### src/design/mcs_pkg.sv
// ----------------------------------------------------------------------------
// mcs_pkg
// Shared codes, constants, command struct and decode functions of the
// motor calibration sequencer.
// ----------------------------------------------------------------------------
package mcs_pkg;

   // field widths
   localparam int OP_W     = 2;
   localparam int DT_W     = 16;
   localparam int DATA_W   = 16;
   localparam int EFF_W    = 15;
   localparam int CODE_W   = 3;
   localparam int PROG_W   = 10;
   localparam int TIME_W   = 22;
   localparam int CSR_IDX_W = 1;
   localparam int MUL_W    = 32;
   localparam int PROD_W   = 2 * MUL_W;

   // opcodes
   localparam logic [OP_W-1:0] OP_TICK     = 2'd0;
   localparam logic [OP_W-1:0] OP_BEGIN    = 2'd1;
   localparam logic [OP_W-1:0] OP_CANCEL   = 2'd2;
   localparam logic [OP_W-1:0] OP_SYS_LEFT = 2'd3;

   // run status
   localparam logic [CODE_W-1:0] RS_IDLE     = 3'd0;
   localparam logic [CODE_W-1:0] RS_RUNNING  = 3'd1;
   localparam logic [CODE_W-1:0] RS_CANCELED = 3'd2;
   localparam logic [CODE_W-1:0] RS_FAILED   = 3'd3;
   localparam logic [CODE_W-1:0] RS_COMPLETE = 3'd4;

   // phases
   localparam logic [CODE_W-1:0] PH_IDLE      = 3'd0;
   localparam logic [CODE_W-1:0] PH_STILL     = 3'd1;
   localparam logic [CODE_W-1:0] PH_LEFT_DIR  = 3'd2;
   localparam logic [CODE_W-1:0] PH_RIGHT_DIR = 3'd3;
   localparam logic [CODE_W-1:0] PH_LEFT_DZ   = 3'd4;
   localparam logic [CODE_W-1:0] PH_RIGHT_DZ  = 3'd5;
   localparam logic [CODE_W-1:0] PH_SUMMARY   = 3'd6;

   // end causes
   localparam logic [CODE_W-1:0] EC_NONE      = 3'd0;
   localparam logic [CODE_W-1:0] EC_CANCELED  = 3'd1;
   localparam logic [CODE_W-1:0] EC_TILT      = 3'd2;
   localparam logic [CODE_W-1:0] EC_LEFT_DIR  = 3'd3;
   localparam logic [CODE_W-1:0] EC_RIGHT_DIR = 3'd4;
   localparam logic [CODE_W-1:0] EC_STOPPED   = 3'd5;

   // register indexes
   localparam logic [CSR_IDX_W-1:0] CSR_STEP_EFFORT = 1'b0;
   localparam logic [CSR_IDX_W-1:0] CSR_MAX_EFFORT  = 1'b1;

   localparam logic signed [DATA_W-1:0] STEP_EFFORT_RESET = 16'sd6554;
   localparam logic [EFF_W-1:0]         MAX_EFFORT_RESET  = 15'd16384;

   // multiplier operand selects
   localparam logic [1:0] MUL_NONE       = 2'd0;
   localparam logic [1:0] MUL_PROG       = 2'd1;
   localparam logic [1:0] MUL_RAMP_SCALE = 2'd2;
   localparam logic [1:0] MUL_RAMP_RECIP = 2'd3;

   // timing
   localparam logic [TIME_W-1:0] T_STILL  = 22'd1200000;
   localparam logic [TIME_W-1:0] T_DIR    = 22'd800000;
   localparam logic [TIME_W-1:0] T_SWEEP  = 22'd2000000;
   localparam logic [TIME_W-1:0] T_SUM    = 22'd300000;
   localparam logic [TIME_W-1:0] TIME_MAX = 22'd4194303;

   // thresholds on magnitudes
   localparam logic [DATA_W:0] PITCH_SAFE     = 17'd2500;
   localparam logic [DATA_W:0] PITCH_STILL    = 17'd800;
   localparam logic [DATA_W:0] SPEED_SETTLED  = 17'd200;
   localparam logic [DATA_W:0] SPEED_RESPONSE = 17'd250;
   localparam logic [DATA_W:0] PEAK_SAT       = 17'd32767;

   localparam logic [EFF_W-1:0]  SWEEP_MIN = 15'd1311;
   localparam logic [EFF_W-1:0]  SWEEP_CAP = 15'd19661;
   localparam logic [PROG_W-1:0] PROG_FULL = 10'd1000;

   // progress spans and bases in per mille
   localparam longint unsigned SPAN_STILL = 200;
   localparam longint unsigned SPAN_DIR   = 150;
   localparam longint unsigned SPAN_DZ    = 200;
   localparam longint unsigned SPAN_SUM   = 100;

   // floor(span * t / dur) as (t * recip) >> PROG_SHIFT
   localparam int PROG_SHIFT = 42;
   localparam int PROG_Q_W   = 8;
   localparam longint unsigned PROG_ONE = 64'd1 << PROG_SHIFT;
   localparam logic [MUL_W-1:0] RECIP_STILL =
      32'((PROG_ONE * SPAN_STILL + 64'(T_STILL) - 1) / 64'(T_STILL));
   localparam logic [MUL_W-1:0] RECIP_DIR =
      32'((PROG_ONE * SPAN_DIR + 64'(T_DIR) - 1) / 64'(T_DIR));
   localparam logic [MUL_W-1:0] RECIP_DZ =
      32'((PROG_ONE * SPAN_DZ + 64'(T_SWEEP) - 1) / 64'(T_SWEEP));
   localparam logic [MUL_W-1:0] RECIP_SUM =
      32'((PROG_ONE * SPAN_SUM + 64'(T_SUM) - 1) / 64'(T_SUM));

   // ramp: floor(w * t / 2000000) = floor(floor(w * t / 128) / 15625)
   localparam int RAMP_PRE   = 7;
   localparam int RAMP_N_W   = 29;
   localparam int RAMP_SHIFT = 43;
   localparam longint unsigned RAMP_DIV = 64'(T_SWEEP) >> RAMP_PRE;
   localparam logic [MUL_W-1:0] RAMP_RECIP =
      32'(((64'd1 << RAMP_SHIFT) + RAMP_DIV - 1) / RAMP_DIV);

   typedef struct packed {
      logic       capture;
      logic       mul_en;
      logic [1:0] mul_sel;
      logic       prog_latch;
      logic       commit;
   } mcs_cmd_type;

   function automatic logic [PROG_W-1:0] base_pm(input logic [CODE_W-1:0] ph);
      logic [PROG_W-1:0] b;
      unique case (ph)
         PH_LEFT_DIR:  b = 10'd200;
         PH_RIGHT_DIR: b = 10'd350;
         PH_LEFT_DZ:   b = 10'd500;
         PH_RIGHT_DZ:  b = 10'd700;
         PH_SUMMARY:   b = 10'd900;
         default:      b = '0;
      endcase
      return b;
   endfunction

   function automatic logic [TIME_W-1:0] dur_us(input logic [CODE_W-1:0] ph);
      logic [TIME_W-1:0] d;
      unique case (ph)
         PH_STILL:                  d = T_STILL;
         PH_LEFT_DIR, PH_RIGHT_DIR: d = T_DIR;
         PH_LEFT_DZ, PH_RIGHT_DZ:   d = T_SWEEP;
         PH_SUMMARY:                d = T_SUM;
         default:                   d = 22'd1;
      endcase
      return d;
   endfunction

   function automatic logic [MUL_W-1:0] prog_recip(input logic [CODE_W-1:0] ph);
      logic [MUL_W-1:0] r;
      unique case (ph)
         PH_STILL:                  r = RECIP_STILL;
         PH_LEFT_DIR, PH_RIGHT_DIR: r = RECIP_DIR;
         PH_LEFT_DZ, PH_RIGHT_DZ:   r = RECIP_DZ;
         PH_SUMMARY:                r = RECIP_SUM;
         default:                   r = '0;
      endcase
      return r;
   endfunction

   function automatic logic [DATA_W:0] abs17(input logic signed [DATA_W-1:0] v);
      logic [DATA_W:0] ext;
      ext = {v[DATA_W-1], v};
      return v[DATA_W-1] ? (~ext + 17'd1) : ext;
   endfunction

endpackage

### src/design/mcs_if.sv
// ----------------------------------------------------------------------------
// mcs_req_if / mcs_rsp_if
// Valid/ready channels carrying tick items and result items.
// ----------------------------------------------------------------------------
interface mcs_req_if
   import mcs_pkg::*;
   ();
   logic                     valid;
   logic                     ready;
   logic [OP_W-1:0]          opcode;
   logic [DT_W-1:0]          dt_us;
   logic signed [DATA_W-1:0] pitch_cdeg;
   logic signed [DATA_W-1:0] left_speed;
   logic signed [DATA_W-1:0] right_speed;

   modport source (output valid, opcode, dt_us, pitch_cdeg, left_speed, right_speed,
                   input ready);
   modport sink (input valid, opcode, dt_us, pitch_cdeg, left_speed, right_speed,
                 output ready);
endinterface

interface mcs_rsp_if
   import mcs_pkg::*;
   ();
   logic                     valid;
   logic                     ready;
   logic signed [DATA_W-1:0] drive_left;
   logic signed [DATA_W-1:0] drive_right;
   logic [CODE_W-1:0]        run_state;
   logic [CODE_W-1:0]        phase_now;
   logic [PROG_W-1:0]        progress_pm;
   logic                     left_dir_good;
   logic                     right_dir_good;
   logic [EFF_W-1:0]         left_dz_level;
   logic [EFF_W-1:0]         right_dz_level;
   logic                     finished;
   logic [CODE_W-1:0]        end_cause;

   modport source (output valid, drive_left, drive_right, run_state, phase_now,
                   progress_pm, left_dir_good, right_dir_good, left_dz_level,
                   right_dz_level, finished, end_cause,
                   input ready);
   modport sink (input valid, drive_left, drive_right, run_state, phase_now,
                 progress_pm, left_dir_good, right_dir_good, left_dz_level,
                 right_dz_level, finished, end_cause,
                 output ready);
endinterface

### src/design/motor_calibration_sequencer_core.sv
// ----------------------------------------------------------------------------
// motor_calibration_sequencer_core
// Two-wheel motor calibration sequencer: stillness hold, direction checks,
// deadzone ramps and summary, with progress and finish reporting.
// ----------------------------------------------------------------------------
// The result register is loaded when an accepted item completes its steps: the time
// step is added as the item is captured, then come three passes through the
// single 32x32 multiplier (progress reciprocal, ramp scale, ramp reciprocal)
// and one commit cycle that updates the calibration state and loads the
// result. req_chan.ready is high only while the sequencer is idle, which it
// is again on the cycle after the commit, so a new item is taken only after
// the previous one has committed. A result waiting in the output register
// does not block the next item, but the commit of that next item waits until
// the previous result has been taken.
module motor_calibration_sequencer_core
   import mcs_pkg::*;
(
   input  logic                 clock,
   input  logic                 reset,
   mcs_req_if.sink              req_chan,
   mcs_rsp_if.source            rsp_chan,
   input  logic                 csr_wr_en,
   input  logic [CSR_IDX_W-1:0] csr_index,
   input  logic [DATA_W-1:0]    csr_wdata
);

   mcs_cmd_type cmd;

   mcs_ctrl u_ctrl (
      .clock     (clock),
      .reset     (reset),
      .req_valid (req_chan.valid),
      .req_ready (req_chan.ready),
      .rsp_valid (rsp_chan.valid),
      .rsp_ready (rsp_chan.ready),
      .cmd       (cmd)
   );

   mcs_dp u_dp (
      .clock              (clock),
      .reset              (reset),
      .cmd                (cmd),
      .req_opcode         (req_chan.opcode),
      .req_dt_us          (req_chan.dt_us),
      .req_pitch_cdeg     (req_chan.pitch_cdeg),
      .req_left_speed     (req_chan.left_speed),
      .req_right_speed    (req_chan.right_speed),
      .csr_wr_en          (csr_wr_en),
      .csr_index          (csr_index),
      .csr_wdata          (csr_wdata),
      .rsp_drive_left     (rsp_chan.drive_left),
      .rsp_drive_right    (rsp_chan.drive_right),
      .rsp_run_state      (rsp_chan.run_state),
      .rsp_phase_now      (rsp_chan.phase_now),
      .rsp_progress_pm    (rsp_chan.progress_pm),
      .rsp_left_dir_good  (rsp_chan.left_dir_good),
      .rsp_right_dir_good (rsp_chan.right_dir_good),
      .rsp_left_dz_level  (rsp_chan.left_dz_level),
      .rsp_right_dz_level (rsp_chan.right_dz_level),
      .rsp_finished       (rsp_chan.finished),
      .rsp_end_cause      (rsp_chan.end_cause)
   );

`ifndef SYNTHESIS
   // one item in flight at a time
   a_busy_after_accept: assert property (@(posedge clock) disable iff (reset)
      req_chan.valid && req_chan.ready |=> !req_chan.ready)
      else $error("item accepted while previous item in flight");

   // a finished run never drives the motors
   a_fin_no_drive: assert property (@(posedge clock) disable iff (reset)
      rsp_chan.valid && rsp_chan.finished |->
         (rsp_chan.drive_left == '0) && (rsp_chan.drive_right == '0))
      else $error("motor effort on finishing item");

   // cause code only with finish
   a_cause_needs_fin: assert property (@(posedge clock) disable iff (reset)
      rsp_chan.valid && !rsp_chan.finished |-> rsp_chan.end_cause == EC_NONE)
      else $error("end cause without finish");

   // idle phase carries zero progress
   a_idle_progress: assert property (@(posedge clock) disable iff (reset)
      rsp_chan.valid && (rsp_chan.phase_now == PH_IDLE) |->
         rsp_chan.progress_pm == '0)
      else $error("progress reported in idle phase");
`endif

endmodule

### src/design/mcs_ctrl.sv
// ----------------------------------------------------------------------------
// mcs_ctrl
// Sequencer: accepts an item, walks it through three multiplier passes and
// a commit cycle, and holds the result valid flag.
// ----------------------------------------------------------------------------
module mcs_ctrl
   import mcs_pkg::*;
(
   input  logic        clock,
   input  logic        reset,
   input  logic        req_valid,
   output logic        req_ready,
   output logic        rsp_valid,
   input  logic        rsp_ready,
   output mcs_cmd_type cmd
);

   localparam logic [2:0] ST_IDLE  = 3'd0;
   localparam logic [2:0] ST_PROG  = 3'd1;
   localparam logic [2:0] ST_RAMP1 = 3'd2;
   localparam logic [2:0] ST_RAMP2 = 3'd3;
   localparam logic [2:0] ST_DONE  = 3'd4;

   logic [2:0] state_ff, state_in;
   logic       valid_ff, valid_in;
   logic       out_free;

   assign out_free  = !valid_ff || rsp_ready;
   assign req_ready = (state_ff == ST_IDLE);
   assign rsp_valid = valid_ff;

   always_comb begin
      state_in       = state_ff;
      cmd.capture    = 1'b0;
      cmd.mul_en     = 1'b0;
      cmd.mul_sel    = MUL_NONE;
      cmd.prog_latch = 1'b0;
      cmd.commit     = 1'b0;
      unique case (state_ff)
         ST_IDLE: begin
            if (req_valid) begin
               cmd.capture = 1'b1;
               state_in    = ST_PROG;
            end
         end
         ST_PROG: begin
            cmd.mul_en  = 1'b1;
            cmd.mul_sel = MUL_PROG;
            state_in    = ST_RAMP1;
         end
         ST_RAMP1: begin
            cmd.mul_en     = 1'b1;
            cmd.mul_sel    = MUL_RAMP_SCALE;
            cmd.prog_latch = 1'b1;
            state_in       = ST_RAMP2;
         end
         ST_RAMP2: begin
            cmd.mul_en  = 1'b1;
            cmd.mul_sel = MUL_RAMP_RECIP;
            state_in    = ST_DONE;
         end
         ST_DONE: begin
            if (out_free) begin
               cmd.commit = 1'b1;
               state_in   = ST_IDLE;
            end
         end
         default: state_in = ST_IDLE;
      endcase
   end

   always_comb begin
      valid_in = valid_ff;
      if (cmd.commit) begin
         valid_in = 1'b1;
      end else if (rsp_ready) begin
         valid_in = 1'b0;
      end
   end

   always_ff @(posedge clock) begin
      if (reset) begin
         state_ff <= ST_IDLE;
         valid_ff <= 1'b0;
      end else begin
         state_ff <= state_in;
         valid_ff <= valid_in;
      end
   end

endmodule

### src/design/mcs_dp.sv
// ----------------------------------------------------------------------------
// mcs_dp
// Datapath: input capture, calibration state, configuration registers,
// shared multiplier and the result register.
// ----------------------------------------------------------------------------
module mcs_dp
   import mcs_pkg::*;
(
   input  logic                     clock,
   input  logic                     reset,
   input  mcs_cmd_type              cmd,
   input  logic [OP_W-1:0]          req_opcode,
   input  logic [DT_W-1:0]          req_dt_us,
   input  logic signed [DATA_W-1:0] req_pitch_cdeg,
   input  logic signed [DATA_W-1:0] req_left_speed,
   input  logic signed [DATA_W-1:0] req_right_speed,
   input  logic                     csr_wr_en,
   input  logic [CSR_IDX_W-1:0]     csr_index,
   input  logic [DATA_W-1:0]        csr_wdata,
   output logic signed [DATA_W-1:0] rsp_drive_left,
   output logic signed [DATA_W-1:0] rsp_drive_right,
   output logic [CODE_W-1:0]        rsp_run_state,
   output logic [CODE_W-1:0]        rsp_phase_now,
   output logic [PROG_W-1:0]        rsp_progress_pm,
   output logic                     rsp_left_dir_good,
   output logic                     rsp_right_dir_good,
   output logic [EFF_W-1:0]         rsp_left_dz_level,
   output logic [EFF_W-1:0]         rsp_right_dz_level,
   output logic                     rsp_finished,
   output logic [CODE_W-1:0]        rsp_end_cause
);

   // configuration
   logic signed [DATA_W-1:0] step_eff_ff;
   logic [EFF_W-1:0]         max_eff_ff;

   // captured item
   logic [OP_W-1:0]          op_ff;
   logic [DT_W-1:0]          dt_ff;
   logic signed [DATA_W-1:0] pitch_ff;
   logic signed [DATA_W-1:0] lspd_ff;
   logic signed [DATA_W-1:0] rspd_ff;
   logic [TIME_W-1:0]        tnew_ff, tnew_in;
   logic [TIME_W:0]          tsum;

   // calibration state
   logic [CODE_W-1:0] status_ff, status_in;
   logic [CODE_W-1:0] phase_ff, phase_in;
   logic [TIME_W-1:0] time_ff, time_in;
   logic [EFF_W-1:0]  peak_ff, peak_in;
   logic              pending_ff, pending_in;
   logic              lok_ff, lok_in;
   logic              rok_ff, rok_in;
   logic [EFF_W-1:0]  ldz_ff, ldz_in;
   logic [EFF_W-1:0]  rdz_ff, rdz_in;
   logic [PROG_W-1:0] prog_ff, prog_in;

   // multiplier
   logic [MUL_W-1:0]  mul_a, mul_b;
   logic [PROD_W-1:0] prod_ff, prod_in;
   logic [PROG_W-1:0] pcalc_ff, pcalc_in;
   logic [TIME_W-1:0] tprog, tramp, pdur;

   // tick decode
   logic                     running, is_left, still_bad, dir_ok, sel_pos, fin;
   logic [DATA_W:0]          pitch_abs, labs, rabs, sel_abs;
   logic signed [DATA_W-1:0] sel_spd;
   logic [EFF_W-1:0]         sel_sat, peak_new, cap, top, sweep_w, sweep_e;
   logic signed [DATA_W-1:0] lim, nlim, dir_eff, drv_l, drv_r;
   logic [CODE_W-1:0]        phase_next, cause;

   // time step with saturation
   assign tsum    = {1'b0, time_ff} + (TIME_W + 1)'(req_dt_us);
   assign tnew_in = tsum[TIME_W] ? TIME_MAX : tsum[TIME_W-1:0];

   // multiplier operands
   assign pdur  = dur_us(phase_ff);
   assign tprog = (tnew_ff < pdur) ? tnew_ff : pdur;
   assign tramp = (tnew_ff < T_SWEEP) ? tnew_ff : T_SWEEP;

   assign cap     = (max_eff_ff < SWEEP_CAP) ? max_eff_ff : SWEEP_CAP;
   assign top     = (cap < SWEEP_MIN) ? SWEEP_MIN : cap;
   assign sweep_w = top - SWEEP_MIN;

   always_comb begin
      case (cmd.mul_sel)
         MUL_PROG: begin
            mul_a = MUL_W'(tprog);
            mul_b = prog_recip(phase_ff);
         end
         MUL_RAMP_SCALE: begin
            mul_a = MUL_W'(sweep_w);
            mul_b = MUL_W'(tramp);
         end
         MUL_RAMP_RECIP: begin
            mul_a = MUL_W'(prod_ff[RAMP_PRE+RAMP_N_W-1:RAMP_PRE]);
            mul_b = RAMP_RECIP;
         end
         default: begin
            mul_a = '0;
            mul_b = '0;
         end
      endcase
   end

   assign prod_in  = mul_a * mul_b;
   assign pcalc_in = base_pm(phase_ff)
                   + PROG_W'(prod_ff[PROG_SHIFT+PROG_Q_W-1:PROG_SHIFT]);
   assign sweep_e  = SWEEP_MIN + prod_ff[RAMP_SHIFT+EFF_W-1:RAMP_SHIFT];

   // tick decode
   assign running   = (status_ff == RS_RUNNING);
   assign is_left   = (phase_ff == PH_LEFT_DIR) || (phase_ff == PH_LEFT_DZ);
   assign pitch_abs = abs17(pitch_ff);
   assign labs      = abs17(lspd_ff);
   assign rabs      = abs17(rspd_ff);
   assign sel_spd   = is_left ? lspd_ff : rspd_ff;
   assign sel_abs   = is_left ? labs : rabs;
   assign sel_sat   = (sel_abs > PEAK_SAT) ? PEAK_SAT[EFF_W-1:0] : sel_abs[EFF_W-1:0];
   assign peak_new  = (sel_sat > peak_ff) ? sel_sat : peak_ff;
   assign sel_pos   = !sel_spd[DATA_W-1] && (sel_spd != '0);
   assign dir_ok    = ({2'b00, peak_new} >= SPEED_RESPONSE) && sel_pos;
   assign still_bad = (pitch_abs > PITCH_STILL) || (labs > SPEED_SETTLED)
                   || (rabs > SPEED_SETTLED);
   assign phase_next = phase_ff + 3'd1;

   assign lim     = signed'({1'b0, max_eff_ff});
   assign nlim    = -lim;
   assign dir_eff = (step_eff_ff > lim) ? lim : ((step_eff_ff < nlim) ? nlim : step_eff_ff);

   always_comb begin
      status_in  = status_ff;
      phase_in   = phase_ff;
      time_in    = time_ff;
      peak_in    = peak_ff;
      pending_in = pending_ff;
      lok_in     = lok_ff;
      rok_in     = rok_ff;
      ldz_in     = ldz_ff;
      rdz_in     = rdz_ff;
      prog_in    = prog_ff;
      drv_l      = '0;
      drv_r      = '0;
      fin        = 1'b0;
      cause      = EC_NONE;
      unique case (op_ff)
         OP_BEGIN: begin
            status_in  = RS_RUNNING;
            lok_in     = 1'b0;
            rok_in     = 1'b0;
            ldz_in     = '0;
            rdz_in     = '0;
            pending_in = 1'b0;
            phase_in   = PH_STILL;
            time_in    = '0;
            peak_in    = '0;
            prog_in    = base_pm(PH_STILL);
         end
         OP_CANCEL: begin
            if (running) begin
               pending_in = 1'b1;
            end
         end
         OP_SYS_LEFT: begin
            if (running) begin
               status_in  = RS_CANCELED;
               phase_in   = PH_IDLE;
               prog_in    = '0;
               pending_in = 1'b0;
               fin        = 1'b1;
               cause      = EC_STOPPED;
            end
         end
         OP_TICK: begin
            if (running && (dt_ff != '0)) begin
               if (pending_ff) begin
                  status_in  = RS_CANCELED;
                  phase_in   = PH_IDLE;
                  prog_in    = '0;
                  pending_in = 1'b0;
                  fin        = 1'b1;
                  cause      = EC_CANCELED;
               end else if (pitch_abs > PITCH_SAFE) begin
                  status_in  = RS_FAILED;
                  phase_in   = PH_IDLE;
                  prog_in    = '0;
                  pending_in = 1'b0;
                  fin        = 1'b1;
                  cause      = EC_TILT;
               end else begin
                  time_in = tnew_ff;
                  prog_in = pcalc_ff;
                  case (phase_ff) inside
                     PH_STILL: begin
                        if (still_bad) begin
                           time_in = '0;
                        end else if (tnew_ff >= T_STILL) begin
                           phase_in = PH_LEFT_DIR;
                           time_in  = '0;
                           peak_in  = '0;
                           prog_in  = base_pm(PH_LEFT_DIR);
                        end
                     end
                     PH_LEFT_DIR, PH_RIGHT_DIR: begin
                        if (is_left) begin
                           drv_l = dir_eff;
                        end else begin
                           drv_r = dir_eff;
                        end
                        peak_in = peak_new;
                        if (tnew_ff >= T_DIR) begin
                           if (is_left) begin
                              lok_in = dir_ok;
                           end else begin
                              rok_in = dir_ok;
                           end
                           if (!dir_ok) begin
                              status_in  = RS_FAILED;
                              phase_in   = PH_IDLE;
                              prog_in    = '0;
                              pending_in = 1'b0;
                              fin        = 1'b1;
                              cause      = is_left ? EC_LEFT_DIR : EC_RIGHT_DIR;
                           end else begin
                              phase_in = phase_next;
                              time_in  = '0;
                              peak_in  = '0;
                              prog_in  = base_pm(phase_next);
                           end
                        end
                     end
                     PH_LEFT_DZ, PH_RIGHT_DZ: begin
                        if (is_left) begin
                           drv_l = signed'({1'b0, sweep_e});
                           if ((ldz_ff == '0) && (labs >= SPEED_RESPONSE)) begin
                              ldz_in = sweep_e;
                           end
                        end else begin
                           drv_r = signed'({1'b0, sweep_e});
                           if ((rdz_ff == '0) && (rabs >= SPEED_RESPONSE)) begin
                              rdz_in = sweep_e;
                           end
                        end
                        if (tnew_ff >= T_SWEEP) begin
                           phase_in = phase_next;
                           time_in  = '0;
                           peak_in  = '0;
                           prog_in  = base_pm(phase_next);
                        end
                     end
                     PH_SUMMARY: begin
                        if (tnew_ff >= T_SUM) begin
                           status_in = RS_COMPLETE;
                           prog_in   = PROG_FULL;
                           fin       = 1'b1;
                        end
                     end
                     default: begin
                     end
                  endcase
               end
            end
         end
         default: begin
         end
      endcase
      if (fin) begin
         drv_l = '0;
         drv_r = '0;
      end
   end

   // configuration registers
   always_ff @(posedge clock) begin
      if (reset) begin
         step_eff_ff <= STEP_EFFORT_RESET;
         max_eff_ff  <= MAX_EFFORT_RESET;
      end else if (csr_wr_en) begin
         unique case (csr_index)
            CSR_STEP_EFFORT: step_eff_ff <= signed'(csr_wdata);
            CSR_MAX_EFFORT:  max_eff_ff  <= csr_wdata[EFF_W-1:0];
            default: begin
            end
         endcase
      end
   end

   // captured item and arithmetic pipeline
   always_ff @(posedge clock) begin
      if (cmd.capture) begin
         op_ff    <= req_opcode;
         dt_ff    <= req_dt_us;
         pitch_ff <= req_pitch_cdeg;
         lspd_ff  <= req_left_speed;
         rspd_ff  <= req_right_speed;
         tnew_ff  <= tnew_in;
      end
      if (cmd.mul_en) begin
         prod_ff <= prod_in;
      end
      if (cmd.prog_latch) begin
         pcalc_ff <= pcalc_in;
      end
   end

   // calibration state
   always_ff @(posedge clock) begin
      if (reset) begin
         status_ff  <= RS_IDLE;
         phase_ff   <= PH_IDLE;
         time_ff    <= '0;
         peak_ff    <= '0;
         pending_ff <= 1'b0;
         lok_ff     <= 1'b0;
         rok_ff     <= 1'b0;
         ldz_ff     <= '0;
         rdz_ff     <= '0;
         prog_ff    <= '0;
      end else if (cmd.commit) begin
         status_ff  <= status_in;
         phase_ff   <= phase_in;
         time_ff    <= time_in;
         peak_ff    <= peak_in;
         pending_ff <= pending_in;
         lok_ff     <= lok_in;
         rok_ff     <= rok_in;
         ldz_ff     <= ldz_in;
         rdz_ff     <= rdz_in;
         prog_ff    <= prog_in;
      end
   end

   // result register
   always_ff @(posedge clock) begin
      if (cmd.commit) begin
         rsp_drive_left     <= drv_l;
         rsp_drive_right    <= drv_r;
         rsp_run_state      <= status_in;
         rsp_phase_now      <= phase_in;
         rsp_progress_pm    <= prog_in;
         rsp_left_dir_good  <= lok_in;
         rsp_right_dir_good <= rok_in;
         rsp_left_dz_level  <= ldz_in;
         rsp_right_dz_level <= rdz_in;
         rsp_finished       <= fin;
         rsp_end_cause      <= cause;
      end
   end

endmodule

### src/flat_wrapper.sv
// flat-port wrapper written by rule: the top's interface ports become plain ports
module motor_calibration_sequencer_core_flat import mcs_pkg::*;
  (clock, reset, csr_wr_en, csr_index, csr_wdata, req_chan_valid, req_chan_opcode, req_chan_dt_us, req_chan_pitch_cdeg, req_chan_left_speed, req_chan_right_speed, req_chan_ready, rsp_chan_valid, rsp_chan_drive_left, rsp_chan_drive_right, rsp_chan_run_state, rsp_chan_phase_now, rsp_chan_progress_pm, rsp_chan_left_dir_good, rsp_chan_right_dir_good, rsp_chan_left_dz_level, rsp_chan_right_dz_level, rsp_chan_finished, rsp_chan_end_cause, rsp_chan_ready);
  mcs_req_if req_chan_i ();
  mcs_rsp_if rsp_chan_i ();
  input  logic clock;
  input  logic reset;
  input  logic csr_wr_en;
  input  logic [CSR_IDX_W-1:0] csr_index;
  input  logic [DATA_W-1:0] csr_wdata;
  input wire logic [$bits(req_chan_i.valid)-1:0] req_chan_valid;
  input wire logic [$bits(req_chan_i.opcode)-1:0] req_chan_opcode;
  input wire logic [$bits(req_chan_i.dt_us)-1:0] req_chan_dt_us;
  input wire logic [$bits(req_chan_i.pitch_cdeg)-1:0] req_chan_pitch_cdeg;
  input wire logic [$bits(req_chan_i.left_speed)-1:0] req_chan_left_speed;
  input wire logic [$bits(req_chan_i.right_speed)-1:0] req_chan_right_speed;
  output wire logic [$bits(req_chan_i.ready)-1:0] req_chan_ready;
  output wire logic [$bits(rsp_chan_i.valid)-1:0] rsp_chan_valid;
  output wire logic [$bits(rsp_chan_i.drive_left)-1:0] rsp_chan_drive_left;
  output wire logic [$bits(rsp_chan_i.drive_right)-1:0] rsp_chan_drive_right;
  output wire logic [$bits(rsp_chan_i.run_state)-1:0] rsp_chan_run_state;
  output wire logic [$bits(rsp_chan_i.phase_now)-1:0] rsp_chan_phase_now;
  output wire logic [$bits(rsp_chan_i.progress_pm)-1:0] rsp_chan_progress_pm;
  output wire logic [$bits(rsp_chan_i.left_dir_good)-1:0] rsp_chan_left_dir_good;
  output wire logic [$bits(rsp_chan_i.right_dir_good)-1:0] rsp_chan_right_dir_good;
  output wire logic [$bits(rsp_chan_i.left_dz_level)-1:0] rsp_chan_left_dz_level;
  output wire logic [$bits(rsp_chan_i.right_dz_level)-1:0] rsp_chan_right_dz_level;
  output wire logic [$bits(rsp_chan_i.finished)-1:0] rsp_chan_finished;
  output wire logic [$bits(rsp_chan_i.end_cause)-1:0] rsp_chan_end_cause;
  input wire logic [$bits(rsp_chan_i.ready)-1:0] rsp_chan_ready;
  assign req_chan_i.valid = req_chan_valid;
  assign req_chan_i.opcode = req_chan_opcode;
  assign req_chan_i.dt_us = req_chan_dt_us;
  assign req_chan_i.pitch_cdeg = req_chan_pitch_cdeg;
  assign req_chan_i.left_speed = req_chan_left_speed;
  assign req_chan_i.right_speed = req_chan_right_speed;
  assign req_chan_ready = req_chan_i.ready;
  assign rsp_chan_valid = rsp_chan_i.valid;
  assign rsp_chan_drive_left = rsp_chan_i.drive_left;
  assign rsp_chan_drive_right = rsp_chan_i.drive_right;
  assign rsp_chan_run_state = rsp_chan_i.run_state;
  assign rsp_chan_phase_now = rsp_chan_i.phase_now;
  assign rsp_chan_progress_pm = rsp_chan_i.progress_pm;
  assign rsp_chan_left_dir_good = rsp_chan_i.left_dir_good;
  assign rsp_chan_right_dir_good = rsp_chan_i.right_dir_good;
  assign rsp_chan_left_dz_level = rsp_chan_i.left_dz_level;
  assign rsp_chan_right_dz_level = rsp_chan_i.right_dz_level;
  assign rsp_chan_finished = rsp_chan_i.finished;
  assign rsp_chan_end_cause = rsp_chan_i.end_cause;
  assign rsp_chan_i.ready = rsp_chan_ready;
  motor_calibration_sequencer_core u_core (.clock(clock), .reset(reset), .req_chan(req_chan_i), .rsp_chan(rsp_chan_i), .csr_wr_en(csr_wr_en), .csr_index(csr_index), .csr_wdata(csr_wdata));
endmodule
### config.mk
export PLATFORM = sky130hd
export DESIGN_NAME = motor_calibration_sequencer_core_flat
export DESIGN_NICKNAME = d
export VERILOG_FILES = /design/src/design/mcs_pkg.sv /design/src/design/mcs_if.sv /design/src/design/motor_calibration_sequencer_core.sv /design/src/design/mcs_ctrl.sv /design/src/design/mcs_dp.sv /design/src/flat_wrapper.sv
export SDC_FILE = /design/constraint.sdc
export NUM_CORES = 2
export LEC_CHECK = 0
export BUFFER_PORTS_ARGS = -buffer_cell sky130_fd_sc_hd__buf_2
export CAP_MARGIN = 40
export CORE_ASPECT_RATIO = 0.7
export CORE_MARGIN = 1
export CORE_UTILIZATION = 43
export CTS_CLUSTER_SIZE = 12
export DETAILED_ROUTE_END_ITERATION = 10
export SLEW_MARGIN = 20
export SYNTH_ARGS = -nofsm -noshare
export SYNTH_HDL_FRONTEND = slang
export SYNTH_SLANG_ARGS = --single-unit
export TNS_END_PERCENT = 100
### constraint.sdc
create_clock -name clock -period 12.4 [get_ports clock]
set_input_delay 1.24 -clock clock [delete_from_list [all_inputs] [get_ports clock]]
set_output_delay 1.24 -clock clock [all_outputs]
set_load 0.02 [all_outputs]
==> results.cfg <==
[power_and_ir_drop]
clkPwrFrac_pct = 18.5
power.switching_mw = 2.984
comb_power_share_pct = 56.5
powerDensity_nw_per_um2 = 122.0
seq_power_share_pct = 25.1
vdd_drop_max_uv = 144.5
sw_frac_of_total_pct = 46.25
internal-power_mw = 3.468
leakagePower_nw = 24.35

[cts]
cts_buffers = 38
clock_path_buffers = 3
path_clk_slew_ns = 0.07
clk_latency_ns = 0.59
root_buffer = clkbuf_16
cts_tree = built
ctsHoldBuffers = 0
clock_tree.htree_level_count = 2
cts_sinks = 348

[placed_design]
port_buffers = 173
gp_congestion = 0.9770
place.detailed.hpwl_mm = 129.5

[sta]
setup_viol = 0
fmaxAchievable_ghz = 0.08440
finalHoldViolCount = 0
fin_skew_ns = 0.02414
tns_ns = 0
maxSlewViolCount = 0
relSlewSlack_pct = 31.11
period_share_pct = 95.55
whs_ns = 0.4224
timing.final.crit_period_ns = 11.85
tightestPinTransition_ns = 1.029

[die]
dieWidth_microns = 401.4
die_y_microns = 281.6
core-area_sq_um = 110600
die_area_sq_um = 113000
start_util_pct = 43.39
rows = 102
ios = 174

[drt]
final_antenna_net_count = 0
avgRoutedWirePerCell_microns = 22.55
viasPerCell = 5.508
dr.pass1.iters = 6
drtIter0Drc = 4210
vias = 38660
drc = 0
wirelength_mm = 158.3

[grt]
grtUsageTotal_pct = 28.23
grt_pass1_vias = 38060
grt_pass1_wl_mm = 240.5
antenna_found_initial = 2
grt_overflow = 0
grt_max_degree = 60

[yosys]
ys_seq_elements = 348
synth_area_sq_um = 48010
synthDistinctLibCells = 101
synthCells = 5287
synthFlopType = edfxtp_1
synth_edf_count = 227
synthArstFlopShare_pct = 0
synth_warnings = 0
avgSynthCellArea_sq_um = 9.082
seq_area_frac_synth_pct = 19.24

[layout]
layout_common_cells = inv_1 (1,052), fa_1 (778), nand2_1 (721)
drive_above_1_share_pct = 8.797
final_nets = 6733
post-route-util_pct = 47.79
layout_commonest_cell = inv_1
fill_cells = 10600
synthToLayoutAreaGrowth_pct = 10.12

[critical_path]
arrival_ns = 12.17
cp_common_cell = fa_1
start_kind = register
crit_path_max_incr_delay_ns = 0.70
critPathRequiredTime_ns = 12.72
cp-end-kind = register
critPathSlowestCell = o31ai_1
crit_type = reg -> reg
critPathTopFamily = adder cells
cp_max_fo = 13
path_buf_inv = 7

[job]
drv_cap = 0

[min_path]
hold_path.class = reg -> reg

[run_status]
status = finished clean
[path summary, 6_finish.rpt]
path                           startpoint                 endpoint  slack, ns  depth (start not counted)
setup / recovery  u_core.u_dp.phase_ff[0]  u_core.u_dp.prod_ff[57]       0.55                         40
hold / removal    u_core.u_dp.prod_ff[42]  u_core.u_dp.pcalc_ff[0]       0.42                          0
setup reg to reg  u_core.u_dp.phase_ff[0]  u_core.u_dp.prod_ff[57]       0.55                         40
hold reg to reg   u_core.u_dp.prod_ff[42]  u_core.u_dp.pcalc_ff[0]       0.42                          0
[cell usage after synthesis (all sizes together) (15+ instances only)]
cell type	count	area, sq um
nand2	721	2706
nand3	46	230.2
o21ai	170	858.3
buf	36	203.9
edfxtp	227	6817
nand2b	48	300.3
a22oi	33	247.7
clkbuf	207	785.7
or3	19	123.9
dfxtp	121	2422
a211oi	27	257.8
mux2i	16	160.2
a221oi	16	196.4
o21a	38	285.3
nor4	31	209.0
nor2	378	1419
a31oi	35	219.0
nor3	69	371.6
o211ai	17	132.6
a21o	73	555.5
and3	30	187.7
xnor2	87	762.0
ha	337	4217
fa	778	15570
xor2	53	464.2
nor2b	32	200.2
o31ai	34	265.3
a32oi	20	175.2
o22ai	15	93.84
inv	1053	3953
mux2	16	180.2
and2	29	181.4
nand4	34	219.0
a21oi	226	1139
a22o	40	350.3
[per-stage QoR]
stage | setup slack [ns] | cell area [sq um] | std cells | power (mW)
6_report | 0.5515 | 52870 | 7020 | 6.452
5_1_grt | -0.03293 | 52870 | 7017 | 6.910
4_1_cts | 0.1882 | 52730 | 7009 | 6.392
3_5_place_dp | 0.2249 | 51470 | 6940 | 5.171
3_3_place_gp | 0.4557 | 51210 | 6916 | 5.131
2_1_floorplan | 1.406 | 48480 | 5411 | 3.958
[power by group through the flow]
stage / Clock, mW / Sequential, mW / Combinational, mW
floorplan: 0 / 1.52 / 2.44
global placement: 0 / 1.64 / 3.50
detailed placement: 0 / 1.64 / 3.53
CTS: 1.21 / 1.61 / 3.57
global route: 1.25 / 1.62 / 4.03
finish: 1.19 / 1.62 / 3.64
[layout make-up]
type                    count  area [sq um]  share of cell area (%)
flip-flops and latches    348          9240                   17.48
well taps                1456          1822                   3.445
repair buffers            322          2091                   3.954
clock inverters            11         183.9                  0.3479
diodes                      5         12.51                 0.02366
clock buffers              58          1077                   2.037
multi-input cells        3767         34490                   65.24
inverters                1053          3955                   7.480
[registers in the layout, indices dropped and copies added, names as in the netlist, 16 cells and up]
name / flops
u_core.u_dp.prod_ff: 45
u_core.u_dp.step_eff_ff: 16
u_core.u_dp.tnew_ff: 22
u_core.u_dp.lspd_ff: 16
u_core.u_dp.dt_ff: 16
u_core.u_dp.time_ff: 22
u_core.u_dp.rspd_ff: 16
u_core.u_dp.pitch_ff: 16
u_core.u_dp.rsp_drive_left: 16
u_core.u_dp.rsp_drive_right: 16
[worst register-to-register path, delay by kind of cell, from the launching register on]
family / cells / cell delay (ns)
flops: 1 / 0.50
compound gates: 11 / 3.97
xor+xnor: 1 / 0.16
simple gates: 9 / 1.35
buf+inv: 7 / 0.91
fa+ha+maj: 11 / 4.43
mux: 1 / 0.24
[logic make-up (layout without fill, tap and decap cells)]
| group | count (synthesis) | after routing | synth area share (%) |
|---|---|---|---|
| AO/OA/AOI/OAI | 866 | 866 | 12.34 |
| XOR/XNOR | 140 | 140 | 2.554 |
| adder cells (fa/ha/maj) | 1115 | 1115 | 41.22 |
| buffers and inverters | 1296 | 1444 | 10.29 |
| flip-flops | 348 | 348 | 19.24 |
| multiplexers | 32 | 32 | 0.7088 |
| other | 2 | 131 | 0.01564 |
| AND/OR/NAND/NOR | 1488 | 1488 | 13.63 |
[layer usage]
| layer | vias up | part of all wire (%) | global-route usage (%) | wire length [microns] |
|---|---|---|---|---|
| met3 | 172 | 12 | 8.094 | 18930 |
| met1 | 19250 | 48 | 44.62 | 75700 |
| met5 | - | 0 | 0 | 0 |
| met2 | 1898 | 38 | 37.81 | 60810 |
| met4 | 0 | 1.8 | 4.804 | 2893 |
| li1 | 17340 | - | - | - |
[repair_timing]
action                     CTS  global route
setup endpoints to repair    0            21
buffers inserted             0             2
resized for setup            0            12
Note: power is estimated with default switching activity, not from simulation.
